File: src/differential_drive_odometry_top_macros.svh
// ----------------------------------------------------------------------------
// Assertion macros for differential_drive_odometry_top
// Immediate-implication and next-cycle-implication helpers, reset-gated.
// ----------------------------------------------------------------------------
`ifndef DIFFERENTIAL_DRIVE_ODOMETRY_TOP_MACROS_SVH
`define DIFFERENTIAL_DRIVE_ODOMETRY_TOP_MACROS_SVH

// Consequent must hold in the same cycle as the antecedent.
`define DDO_ASSERT_NOW(label, clk, rst_n, ante, cons, msg) \
    label: assert property (@(posedge clk) disable iff (!rst_n) (ante) |-> (cons)) \
        else $error(msg);

// Consequent must hold in the cycle after the antecedent.
`define DDO_ASSERT_NEXT(label, clk, rst_n, ante, cons, msg) \
    label: assert property (@(posedge clk) disable iff (!rst_n) (ante) |=> (cons)) \
        else $error(msg);

`endif

File: src/ddo_pkg.sv
// ----------------------------------------------------------------------------
// ddo_pkg
// Shared types, codes and constants for the wheel odometry block.
// ----------------------------------------------------------------------------
`default_nettype none

package ddo_pkg;

    // Action codes
    localparam logic [1:0] ACT_SAMPLE = 2'd0;
    localparam logic [1:0] ACT_LOAD   = 2'd1;
    localparam logic [1:0] ACT_ZERO   = 2'd2;

    // Configuration register indexes
    localparam int unsigned CFG_IDX_W = 8;
    localparam logic [CFG_IDX_W-1:0] CFG_SAMPLE_PERIOD = 8'd0;
    localparam logic [CFG_IDX_W-1:0] CFG_ANGLE_GAIN    = 8'd1;

    localparam logic [15:0] PERIOD_RST = 16'd10;
    localparam logic [31:0] GAIN_RST   = 32'd3417826383;

    // Limit CORDIC gain, Q30
    localparam logic [29:0] CORDIC_K_Q30 = 30'd652032874;
    localparam int unsigned ATAN_ENTRIES = 30;
    localparam int unsigned ATAN_IDX_W   = 5;

    localparam int unsigned DEF_CORDIC_STEPS = 16;
    localparam int unsigned DEF_FRAC_BITS    = 16;

    // Shared multiplier operand widths
    localparam int unsigned MAC_A_W   = 33;
    localparam int unsigned MAC_B_W   = 16;
    localparam int unsigned MAC_ACC_W = 66;

    typedef enum logic [2:0] {
        ST_IDLE,
        ST_CHECK,
        ST_MUL,
        ST_ROT,
        ST_SAT,
        ST_DONE
    } state_t;

    typedef struct packed {
        logic en;     // issue a partial product
        logic clear;  // start a fresh sum with this product
        logic hi;     // product weighs 2^16
    } mac_ctrl_t;

    // atan(2^-i) in binary-angle units, 2^31 = pi
    function automatic logic [31:0] atan_entry(input logic [ATAN_IDX_W-1:0] idx);
        logic [31:0] val;
        case (idx)
            5'd0:    val = 32'd536870912;
            5'd1:    val = 32'd316933406;
            5'd2:    val = 32'd167458907;
            5'd3:    val = 32'd85004756;
            5'd4:    val = 32'd42667331;
            5'd5:    val = 32'd21354465;
            5'd6:    val = 32'd10679838;
            5'd7:    val = 32'd5340245;
            5'd8:    val = 32'd2670163;
            5'd9:    val = 32'd1335087;
            5'd10:   val = 32'd667544;
            5'd11:   val = 32'd333772;
            5'd12:   val = 32'd166886;
            5'd13:   val = 32'd83443;
            5'd14:   val = 32'd41722;
            5'd15:   val = 32'd20861;
            5'd16:   val = 32'd10430;
            5'd17:   val = 32'd5215;
            5'd18:   val = 32'd2608;
            5'd19:   val = 32'd1304;
            5'd20:   val = 32'd652;
            5'd21:   val = 32'd326;
            5'd22:   val = 32'd163;
            5'd23:   val = 32'd81;
            5'd24:   val = 32'd41;
            5'd25:   val = 32'd20;
            5'd26:   val = 32'd10;
            5'd27:   val = 32'd5;
            5'd28:   val = 32'd3;
            5'd29:   val = 32'd1;
            default: val = 32'd0;
        endcase
        return val;
    endfunction

endpackage

`default_nettype wire

File: src/differential_drive_odometry_top.sv
// ----------------------------------------------------------------------------
// differential_drive_odometry_top
// Wheel odometry: tracks x, y and heading of a two-wheeled robot from
// absolute wheel travel, with an iterative CORDIC and a shared multiplier.
// ----------------------------------------------------------------------------
// Wheel sample that is taken: the item passes CHECK, MUL, ROT and SAT, then
//   DONE raises out_valid; the next item is accepted once DONE returns to idle.
//   The CORDIC loop runs one step per cycle.
// Other actions and early samples: CHECK, then DONE; no new item before idle.
// in_stall is low only in idle; the output register lets one more item in.
// Reset clears pose, references, timer, primed; config back to 10, 3417826383.
`default_nettype none

`include "differential_drive_odometry_top_macros.svh"

module differential_drive_odometry_top #(
    parameter int unsigned CORDIC_STEPS = ddo_pkg::DEF_CORDIC_STEPS,
    parameter int unsigned FRAC_BITS    = ddo_pkg::DEF_FRAC_BITS
) (
    input  wire                                   clk,
    input  wire                                   rst_n,

    // input item channel
    input  wire                                   in_valid,
    output logic                                  in_stall,
    input  wire logic [1:0]                       action,
    input  wire logic signed [31:0]               right_wheel_pos,
    input  wire logic signed [31:0]               left_wheel_pos,
    input  wire logic [31:0]                      time_ms,
    input  wire logic signed [31:0]               load_x,
    input  wire logic signed [31:0]               load_y,
    input  wire logic signed [31:0]               load_heading,

    // result item channel
    output logic                                  out_valid,
    input  wire                                   out_stall,
    output logic signed [31:0]                    pose_x,
    output logic signed [31:0]                    pose_y,
    output logic signed [31:0]                    pose_heading,
    output logic                                  updated,
    output logic                                  saturated,

    // configuration write channel
    input  wire                                   cfg_valid,
    output logic                                  cfg_ready,
    input  wire logic [ddo_pkg::CFG_IDX_W-1:0]    cfg_index,
    input  wire logic [31:0]                      cfg_data
);

    // Step count clamps at the atan table length.
    localparam int unsigned NSTEPS = (CORDIC_STEPS > ddo_pkg::ATAN_ENTRIES) ?
                                     ddo_pkg::ATAN_ENTRIES : CORDIC_STEPS;
    localparam int unsigned STEP_W = (NSTEPS > 1) ? $clog2(NSTEPS) : 1;
    localparam logic [STEP_W-1:0] STEP_LAST = STEP_W'(NSTEPS - 1);

    // CORDIC datapath width: |x|,|y| stay below ~2^31.1, z below ~2^31.
    localparam int unsigned CW    = 34;
    localparam int unsigned SUM_W = CW + 1;

    // Multiplier sequence: four issues, then drain until the gain product lands.
    localparam logic [2:0] MUL_K_LO  = 3'd0;
    localparam logic [2:0] MUL_K_HI  = 3'd1;
    localparam logic [2:0] MUL_G_LO  = 3'd2;
    localparam logic [2:0] MUL_G_HI  = 3'd3;
    localparam logic [2:0] MUL_K_RDY = 3'd3;  // K product in accumulator
    localparam logic [2:0] MUL_G_RDY = 3'd5;  // gain product in accumulator

    localparam logic signed [SUM_W-1:0] SAT_MAX = SUM_W'(64'sd2147483647);
    localparam logic signed [SUM_W-1:0] SAT_MIN = SUM_W'(-64'sd2147483648);

    // ---------------------------------------------------------------- state
    ddo_pkg::state_t state_reg, state_next;

    // configuration
    logic [15:0]              period_reg;
    logic [31:0]              gain_reg;

    // tracked state
    logic signed [31:0]       pos_x_reg;
    logic signed [31:0]       pos_y_reg;
    logic [31:0]              heading_reg;
    logic [31:0]              last_right_reg;
    logic [31:0]              last_left_reg;
    logic [31:0]              last_time_reg;
    logic                     primed_reg;

    // captured item
    logic [1:0]               action_reg;
    logic [31:0]              rpos_reg;
    logic [31:0]              lpos_reg;
    logic [31:0]              time_reg;
    logic [31:0]              ldx_reg;
    logic [31:0]              ldy_reg;
    logic [31:0]              ldh_reg;

    // working registers
    logic signed [31:0]       mean_reg;
    logic signed [32:0]       diff_reg;
    logic [31:0]              dang_reg;
    logic signed [CW-1:0]     cx_reg;
    logic signed [CW-1:0]     cy_reg;
    logic signed [CW-1:0]     cz_reg;
    logic [2:0]               mul_cnt_reg;
    logic [STEP_W-1:0]        step_reg;
    logic                     upd_reg;
    logic                     clip_reg;

    // result register
    logic                     out_valid_reg;
    logic signed [31:0]       out_x_reg;
    logic signed [31:0]       out_y_reg;
    logic [31:0]              out_h_reg;
    logic                     out_upd_reg;
    logic                     out_clip_reg;

    // ------------------------------------------------------------ datapath
    logic                     in_fire;
    logic                     out_free;
    logic                     sample_ok;
    logic [31:0]              elapsed;
    logic signed [32:0]       dr_ext;
    logic signed [32:0]       dl_ext;
    logic signed [32:0]       wheel_sum;

    ddo_pkg::mac_ctrl_t                       mac_ctrl;
    logic signed [ddo_pkg::MAC_A_W-1:0]       mac_a;
    logic [ddo_pkg::MAC_B_W-1:0]              mac_b;
    logic signed [ddo_pkg::MAC_ACC_W-1:0]     mac_acc;

    logic [1:0]               quad;
    logic                     fold;
    logic signed [CW-1:0]     x_init;
    logic signed [CW-1:0]     z_init;
    logic signed [CW-1:0]     x_sh;
    logic signed [CW-1:0]     y_sh;
    logic signed [CW-1:0]     atan_ext;

    logic signed [SUM_W-1:0]  sum_x;
    logic signed [SUM_W-1:0]  sum_y;
    logic signed [31:0]       sat_x;
    logic signed [31:0]       sat_y;
    logic                     clip_x;
    logic                     clip_y;

    assign in_fire  = in_valid && !in_stall;
    assign out_free = !out_valid_reg || !out_stall;
    assign cfg_ready = 1'b1;

    // Sample gate: wrapping elapsed time, first sample always taken.
    assign elapsed   = time_reg - last_time_reg;
    assign sample_ok = !primed_reg || (elapsed >= {16'd0, period_reg});

    // Wrap-safe wheel deltas, read as signed.
    assign dr_ext    = 33'($signed(rpos_reg - last_right_reg));
    assign dl_ext    = 33'($signed(lpos_reg - last_left_reg));
    assign wheel_sum = dr_ext + dl_ext;

    // Heading in the outer half circle: rotate by pi and negate the vector.
    assign quad     = heading_reg[31:30];
    assign fold     = quad inside {2'b01, 2'b10};
    assign x_init   = CW'($signed(mac_acc[61:30]));
    assign z_init   = CW'($signed(heading_reg ^ {fold, 31'd0}));

    // CORDIC step: floor shifts and table angle
    assign x_sh     = cx_reg >>> step_reg;
    assign y_sh     = cy_reg >>> step_reg;
    assign atan_ext = CW'(ddo_pkg::atan_entry(ddo_pkg::ATAN_IDX_W'(step_reg)));

    // Saturating pose update
    always_comb
    begin
        sum_x  = SUM_W'(pos_x_reg) + SUM_W'(cx_reg);
        sum_y  = SUM_W'(pos_y_reg) + SUM_W'(cy_reg);
        clip_x = 1'b0;
        clip_y = 1'b0;
        sat_x  = sum_x[31:0];
        sat_y  = sum_y[31:0];
        if (sum_x > SAT_MAX)
        begin
            sat_x  = 32'sh7FFFFFFF;
            clip_x = 1'b1;
        end
        else if (sum_x < SAT_MIN)
        begin
            sat_x  = 32'sh80000000;
            clip_x = 1'b1;
        end
        if (sum_y > SAT_MAX)
        begin
            sat_y  = 32'sh7FFFFFFF;
            clip_y = 1'b1;
        end
        else if (sum_y < SAT_MIN)
        begin
            sat_y  = 32'sh80000000;
            clip_y = 1'b1;
        end
    end

    // -------------------------------------------------------- next state
    always_comb
    begin
        state_next = state_reg;
        case (state_reg)
            ddo_pkg::ST_IDLE:
            begin
                if (in_valid)
                begin
                    state_next = ddo_pkg::ST_CHECK;
                end
            end
            ddo_pkg::ST_CHECK:
            begin
                if (action_reg == ddo_pkg::ACT_SAMPLE && sample_ok)
                begin
                    state_next = ddo_pkg::ST_MUL;
                end
                else
                begin
                    state_next = ddo_pkg::ST_DONE;
                end
            end
            ddo_pkg::ST_MUL:
            begin
                if (mul_cnt_reg == MUL_G_RDY)
                begin
                    state_next = ddo_pkg::ST_ROT;
                end
            end
            ddo_pkg::ST_ROT:
            begin
                if (step_reg == STEP_LAST)
                begin
                    state_next = ddo_pkg::ST_SAT;
                end
            end
            ddo_pkg::ST_SAT:
            begin
                state_next = ddo_pkg::ST_DONE;
            end
            ddo_pkg::ST_DONE:
            begin
                if (out_free)
                begin
                    state_next = ddo_pkg::ST_IDLE;
                end
            end
            default:
            begin
                state_next = ddo_pkg::ST_IDLE;
            end
        endcase
    end

    // ----------------------------------------------------- control outputs
    always_comb
    begin
        in_stall = 1'b1;
        mac_ctrl = '0;
        mac_a    = '0;
        mac_b    = '0;
        case (state_reg)
            ddo_pkg::ST_IDLE:
            begin
                in_stall = 1'b0;
            end
            ddo_pkg::ST_MUL:
            begin
                case (mul_cnt_reg)
                    MUL_K_LO:
                    begin
                        mac_ctrl = '{en: 1'b1, clear: 1'b1, hi: 1'b0};
                        mac_a    = ddo_pkg::MAC_A_W'(mean_reg);
                        mac_b    = ddo_pkg::CORDIC_K_Q30[15:0];
                    end
                    MUL_K_HI:
                    begin
                        mac_ctrl = '{en: 1'b1, clear: 1'b0, hi: 1'b1};
                        mac_a    = ddo_pkg::MAC_A_W'(mean_reg);
                        mac_b    = {2'b00, ddo_pkg::CORDIC_K_Q30[29:16]};
                    end
                    MUL_G_LO:
                    begin
                        mac_ctrl = '{en: 1'b1, clear: 1'b1, hi: 1'b0};
                        mac_a    = diff_reg;
                        mac_b    = gain_reg[15:0];
                    end
                    MUL_G_HI:
                    begin
                        mac_ctrl = '{en: 1'b1, clear: 1'b0, hi: 1'b1};
                        mac_a    = diff_reg;
                        mac_b    = gain_reg[31:16];
                    end
                    default:
                    begin
                        mac_ctrl = '0;
                    end
                endcase
            end
            default:
            begin
                in_stall = 1'b1;
            end
        endcase
    end

    ddo_mac u_mac (
        .clk   (clk),
        .rst_n (rst_n),
        .ctrl  (mac_ctrl),
        .a     (mac_a),
        .b     (mac_b),
        .acc   (mac_acc)
    );

    // ------------------------------------------------ control and pose regs
    always_ff @(posedge clk or negedge rst_n)
    begin
        if (!rst_n)
        begin
            state_reg      <= ddo_pkg::ST_IDLE;
            period_reg     <= ddo_pkg::PERIOD_RST;
            gain_reg       <= ddo_pkg::GAIN_RST;
            pos_x_reg      <= '0;
            pos_y_reg      <= '0;
            heading_reg    <= '0;
            last_right_reg <= '0;
            last_left_reg  <= '0;
            last_time_reg  <= '0;
            primed_reg     <= 1'b0;
            mul_cnt_reg    <= '0;
            step_reg       <= '0;
            upd_reg        <= 1'b0;
            clip_reg       <= 1'b0;
            out_valid_reg  <= 1'b0;
        end
        else
        begin
            state_reg <= state_next;

            if (cfg_valid && cfg_ready)
            begin
                case (cfg_index)
                    ddo_pkg::CFG_SAMPLE_PERIOD: period_reg <= cfg_data[15:0];
                    ddo_pkg::CFG_ANGLE_GAIN:    gain_reg   <= cfg_data;
                    default:                    ;
                endcase
            end

            case (state_reg)
                ddo_pkg::ST_CHECK:
                begin
                    mul_cnt_reg <= '0;
                    clip_reg    <= 1'b0;
                    upd_reg     <= 1'b0;
                    case (action_reg)
                        ddo_pkg::ACT_SAMPLE:
                        begin
                            upd_reg <= sample_ok;
                        end
                        ddo_pkg::ACT_LOAD:
                        begin
                            pos_x_reg   <= $signed(ldx_reg);
                            pos_y_reg   <= $signed(ldy_reg);
                            heading_reg <= ldh_reg;
                            upd_reg     <= 1'b1;
                        end
                        ddo_pkg::ACT_ZERO:
                        begin
                            last_right_reg <= '0;
                            last_left_reg  <= '0;
                            upd_reg        <= 1'b1;
                        end
                        default:
                        begin
                            upd_reg <= 1'b0;
                        end
                    endcase
                end
                ddo_pkg::ST_MUL:
                begin
                    mul_cnt_reg <= mul_cnt_reg + 3'd1;
                    step_reg    <= '0;
                end
                ddo_pkg::ST_ROT:
                begin
                    step_reg <= step_reg + STEP_W'(1);
                end
                ddo_pkg::ST_SAT:
                begin
                    pos_x_reg      <= sat_x;
                    pos_y_reg      <= sat_y;
                    clip_reg       <= clip_x || clip_y;
                    heading_reg    <= heading_reg + dang_reg;
                    last_right_reg <= rpos_reg;
                    last_left_reg  <= lpos_reg;
                    last_time_reg  <= time_reg;
                    primed_reg     <= 1'b1;
                end
                default:
                begin
                end
            endcase

            if (state_reg == ddo_pkg::ST_DONE && out_free)
            begin
                out_valid_reg <= 1'b1;
            end
            else if (!out_stall)
            begin
                out_valid_reg <= 1'b0;
            end
        end
    end

    // ------------------------------------------------------- payload regs
    always_ff @(posedge clk)
    begin
        if (in_fire)
        begin
            action_reg <= action;
            rpos_reg   <= right_wheel_pos;
            lpos_reg   <= left_wheel_pos;
            time_reg   <= time_ms;
            ldx_reg    <= load_x;
            ldy_reg    <= load_y;
            ldh_reg    <= load_heading;
        end

        if (state_reg == ddo_pkg::ST_CHECK)
        begin
            mean_reg <= wheel_sum[32:1];   // floor of half the sum
            diff_reg <= dr_ext - dl_ext;
        end

        if (state_reg == ddo_pkg::ST_MUL && mul_cnt_reg == MUL_K_RDY)
        begin
            cx_reg <= fold ? -x_init : x_init;
            cy_reg <= '0;
            cz_reg <= z_init;
        end
        else if (state_reg == ddo_pkg::ST_ROT)
        begin
            if (!cz_reg[CW-1])
            begin
                cx_reg <= cx_reg - y_sh;
                cy_reg <= cy_reg + x_sh;
                cz_reg <= cz_reg - atan_ext;
            end
            else
            begin
                cx_reg <= cx_reg + y_sh;
                cy_reg <= cy_reg - x_sh;
                cz_reg <= cz_reg + atan_ext;
            end
        end

        if (state_reg == ddo_pkg::ST_MUL && mul_cnt_reg == MUL_G_RDY)
        begin
            dang_reg <= mac_acc[FRAC_BITS+31:FRAC_BITS];
        end

        if (state_reg == ddo_pkg::ST_DONE && out_free)
        begin
            out_x_reg    <= pos_x_reg;
            out_y_reg    <= pos_y_reg;
            out_h_reg    <= heading_reg;
            out_upd_reg  <= upd_reg;
            out_clip_reg <= clip_reg;
        end
    end

    assign out_valid    = out_valid_reg;
    assign pose_x       = out_x_reg;
    assign pose_y       = out_y_reg;
    assign pose_heading = $signed(out_h_reg);
    assign updated      = out_upd_reg;
    assign saturated    = out_clip_reg;

    // ---------------------------------------------------------- assertions
    `DDO_ASSERT_NEXT(a_accept_to_check, clk, rst_n, in_fire, state_reg == ddo_pkg::ST_CHECK, "accepted item did not enter check")
    `DDO_ASSERT_NEXT(a_pose_quiet, clk, rst_n, state_reg != ddo_pkg::ST_CHECK && state_reg != ddo_pkg::ST_SAT, $stable(pos_x_reg) && $stable(pos_y_reg) && $stable(heading_reg), "pose moved outside check or update")
    `DDO_ASSERT_NOW(a_step_range, clk, rst_n, state_reg == ddo_pkg::ST_ROT, step_reg <= STEP_LAST, "CORDIC step beyond table")
    `DDO_ASSERT_NEXT(a_done_holds, clk, rst_n, state_reg == ddo_pkg::ST_DONE && out_valid_reg && out_stall, state_reg == ddo_pkg::ST_DONE, "result dropped while output register busy")
    `DDO_ASSERT_NOW(a_clip_needs_update, clk, rst_n, out_valid_reg, !(out_clip_reg && !out_upd_reg), "saturated flagged without update")

endmodule

`default_nettype wire

File: src/ddo_mac.sv
// ----------------------------------------------------------------------------
// ddo_mac
// Shared 33x16 signed-by-unsigned multiplier with a product register and a
// 66-bit accumulator; two partial products build one 33x32 product.
// ----------------------------------------------------------------------------
`default_nettype none

module ddo_mac (
    input  wire                                   clk,
    input  wire                                   rst_n,
    input  wire ddo_pkg::mac_ctrl_t               ctrl,
    input  wire logic signed [ddo_pkg::MAC_A_W-1:0] a,
    input  wire logic [ddo_pkg::MAC_B_W-1:0]      b,
    output logic signed [ddo_pkg::MAC_ACC_W-1:0]  acc
);

    localparam int unsigned PROD_W = ddo_pkg::MAC_A_W + ddo_pkg::MAC_B_W + 1;

    ddo_pkg::mac_ctrl_t                     pctl_reg;
    logic signed [PROD_W-1:0]               prod_reg;
    logic signed [ddo_pkg::MAC_ACC_W-1:0]   acc_reg;
    logic signed [ddo_pkg::MAC_ACC_W-1:0]   prod_ext;
    logic signed [ddo_pkg::MAC_ACC_W-1:0]   acc_next;

    always_ff @(posedge clk)
    begin
        prod_reg <= a * $signed({1'b0, b});
    end

    always_comb
    begin
        prod_ext = ddo_pkg::MAC_ACC_W'(prod_reg);
        if (pctl_reg.hi)
        begin
            prod_ext = prod_ext <<< ddo_pkg::MAC_B_W;
        end
        acc_next = (pctl_reg.clear ? '0 : acc_reg) + prod_ext;
    end

    always_ff @(posedge clk or negedge rst_n)
    begin
        if (!rst_n)
        begin
            pctl_reg <= '0;
            acc_reg  <= '0;
        end
        else
        begin
            pctl_reg <= ctrl;
            if (pctl_reg.en)
            begin
                acc_reg <= acc_next;
            end
        end
    end

    assign acc = acc_reg;

endmodule

`default_nettype wire
File: config.mk
export PLATFORM = sky130hd
export DESIGN_NAME = differential_drive_odometry_top
export DESIGN_NICKNAME = d
export VERILOG_FILES = /design/src/ddo_pkg.sv /design/src/differential_drive_odometry_top.sv /design/src/ddo_mac.sv
export VERILOG_INCLUDE_DIRS = /design/src /design/src/src
export SDC_FILE = /design/constraint.sdc
export NUM_CORES = 2
export LEC_CHECK = 0
export BUFFER_PORTS_ARGS = -buffer_cell sky130_fd_sc_hd__buf_2
export CAP_MARGIN = 10
export CORE_ASPECT_RATIO = 1.2
export CORE_MARGIN = 2
export CORE_UTILIZATION = 65
export DETAILED_ROUTE_END_ITERATION = 6
export PLACE_DENSITY = 0.91
export SYNTH_ARGS = -nofsm -noshare
export SYNTH_HDL_FRONTEND = slang
export SYNTH_SLANG_ARGS = --single-unit
File: constraint.sdc
create_clock -name clk -period 21.5 [get_ports clk]
set_clock_uncertainty 0.2 [all_clocks]
set_input_delay 2.15 -clock clk [delete_from_list [all_inputs] [get_ports clk]]
set_output_delay 2.15 -clock clk [all_outputs]
set_load 0.05 [all_outputs]
==> metrics.md <==
| Metric | Value |
|---|---|
| Outcome | `finished, violations left` |
| Failing checks | `DRC` |
| Most frequent CP cell | `fa_1` |
| Nets | `9760` |
| Initial drt markers | `6786` |
| Synthesized flop and latch total | `860` |
| Via count | `between 60k and 70k` |
| Clock-pin slew on the worst setup and hold paths | `~0.070 ns` |
| Clock Sinks | `860` |
| Max FFs per register | `62` |
| Post-Syn Area per Cell | `a little over 9 um2` |
| Fill count | `8534` |
| Unique masters post-synth | `101` |
| Post-CTS Setup Repair Bufs | `0` |
| IO buf count | `338` |
| CP delay by family, top | `adder cells` |
| Final setup vio count | `0` |
| WL met3 | `18700 um` |
| PostCTS Resize Cnt | `0` |
| Final estimated routing congestion in global placement | `1.04` |
| Final Hold Viols | `0` |
| Largest net degree at the start of global routing | `about 160` |
| DR WL/cell | `roughly 23 um` |
| Fmax | `99.3 MHz` |
| Drc violations | `7` |
| EDFF count, synth | `457` |
| DRT antenna net count | `0` |
| Max-cap viol count | `0` |
| Hold_sp | `clip_reg` |
| Number of synthesis warnings | `0` |
| I/O pin count | `340` |
| Share of layout cells above drive strength 1 | `10.3%` |
| GRT Residual Overflow | `0` |
| Top routing layer in use | `met5` |
| Crit path DAT | `10.52 ns` |
| CP endpoint kind | `register` |
| RR Startpoint | `mul_cnt_reg[2]` |
| Netlist Area Pre-Place | `0.0772 mm2` |
| Post-synth ARST share | `37.1%` |
| Cell count after synthesis | `8252` |
| Critical Path Source Type | `register` |
| All-Layer GR Usage | `38.1%` |
| Clk Latency, worst-skew pair | `between 0.7 and 0.8 ns` |
| Row count | `138` |
| Max-slew headroom | `19.8%` |
| Worst Hold Class | `reg -> reg` |
| Router iterations before antenna repair | `7` |
| P&R area growth vs syn | `7.99%` |
| Root Buffer | `clkbuf_16` |
| WL met1 | `79200 um` |
| Worst-Margin Slew | `approximately 1.2 ns` |
| H-Tree Depth | `3` |
| Met2 routed wirelength | `around 110000 um` |
| Die width | `between 300 and 400 um` |
| Cts hold-fix bufs | `0` |
| Fin crit share | `between 40% and 50%` |
| Wirelength, routed | `234000 um` |
| Classification of the worst setup path | `reg -> reg` |
| Setup_tns | `0 ns` |
| Max stage delay on crit path | `0.96 ns` |
| Ys flop type | `edfxtp_1` |
| Final Critical Period | `10.07 ns` |
| Post-Synthesis Net Count | `9575` |
| Slowest cell on crit path | `a2111oi_0` |
| Initial antenna violation count | `11` |
| Clock Path Buffers | `3` |
| Max-slew violation count | `0` |
| Die area | `0.122 mm2` |
| Critical path buffers and inverters | `5` |
| Seq/Total Area, Yosys | `30.3%` |
| First-pass GRT wire length | `363000 um` |
| Vias in the first global route | `66.3k` |
| TritonCTS clock tree | `yes` |
| Die Span Y | `around 380 um` |
| Leading cell types in the layout, fill and taps excluded | `inv_1, nand2_1, nor2_1, ha_1, a21oi_1` |
| CTS Buf Count | `89` |
| Core area | `0.118 mm2` |
| RSZ-0062 raised after global routing | `false` |
| Most common cell after layout, fill and taps aside | `inv_1` |
| Critical Path Source | `mul_cnt_reg[2]` |
| Number of vias per cell | `roughly 6.5` |
| Critical Path Fanout Max | `61` |
| Worst EP required | `21.95 ns` |
| DP HPWL | `roughly 180000 um` |
| Starting density of the core | `65.4%` |
==> routing by layer <==
layer / vias up / global-route usage (%)
li1: 28974 / -
met5: - / 0
met3: 1158 / 5.99
met2: 3739 / 65.6
met1: 31458 / 41.8
met4: 4 / 31.2
==> metrics by stage <==
step	area, um2	setup slack (ns)	cells	utilization, %	hold WS [ns]
finish	83300	11.43	10063	70.7	0.264
global route	83300	10.91	10059	70.7	0.283
floorplan	77200	10.39	8252	-	0.225
CTS	83300	11.64	10053	70.6	0.263
global placement	80200	11.84	9886	68.0	0.234
detailed placement	80200	11.68	9886	68.0	0.252
==> cell usage after synthesis, types with 78 or more instances <==
cell      instances  area share (%)
xor2_1          172             2.0
a21o_1          184             1.8
edfxtp_1        457              18
nor2b_1         137             1.1
xnor2_1         322             3.7
a22o_1          103             1.2
a21oi_1         570             3.7
o21ai_0         416             2.7
nand2_1         933             4.5
nand3_1         132            0.86
clkbuf_1        275             1.3
ha_1            569             9.2
fa_1            515              13
o21a_1           91            0.89
nor3_1           98            0.64
mux2_2          132             1.9
dfrtp_1         297             9.6
a31oi_1          89            0.72
inv_1           935             4.5
dfxtp_1          84             2.2
nand2b_1         78            0.63
nor2_1          639             3.1
==> final timing paths <==
path,endpoint,slack [ns],depth (start not counted)
max in group asynchronous,u_mac.pctl_reg[1],17.77,3
setup reg to reg,u_mac.prod_reg[48],11.43,28
setup / recovery,u_mac.prod_reg[48],11.43,28
min in group asynchronous,pos_y_reg[18],1.17,1
hold / removal,saturated,0.26,0
hold reg to reg,saturated,0.26,0
==> final cells by class <==
cell class	instances	area (um2)	share of cell area (%)
flip-flops and latches	860	23400	28.1
clock inverters	53	642	0.770
inverters	938	3520	4.22
multi-input cells	6124	49000	58.8
diodes	10	25.0	0.0300
clock buffers	114	2460	2.96
well taps	1540	1930	2.31
repair buffers	424	2360	2.83
==> kinds of logic (layout without fill, tap and decap cells) <==
family	count (synthesis)	count (layout)	synth area share [%]
compound gates	1943	1943	16.1
xor+xnor	494	494	5.61
fa+ha+maj	1084	1084	22.6
buf+inv	1268	1529	6.32
flops	860	860	30.3
mux	264	264	5.28
other cells	1	11	0.00486
simple gates	2338	2338	13.7
Power is left out: the tool's default activity adds up to more than one toggle a clock period on the data nets, which glitch-free logic cannot reach.
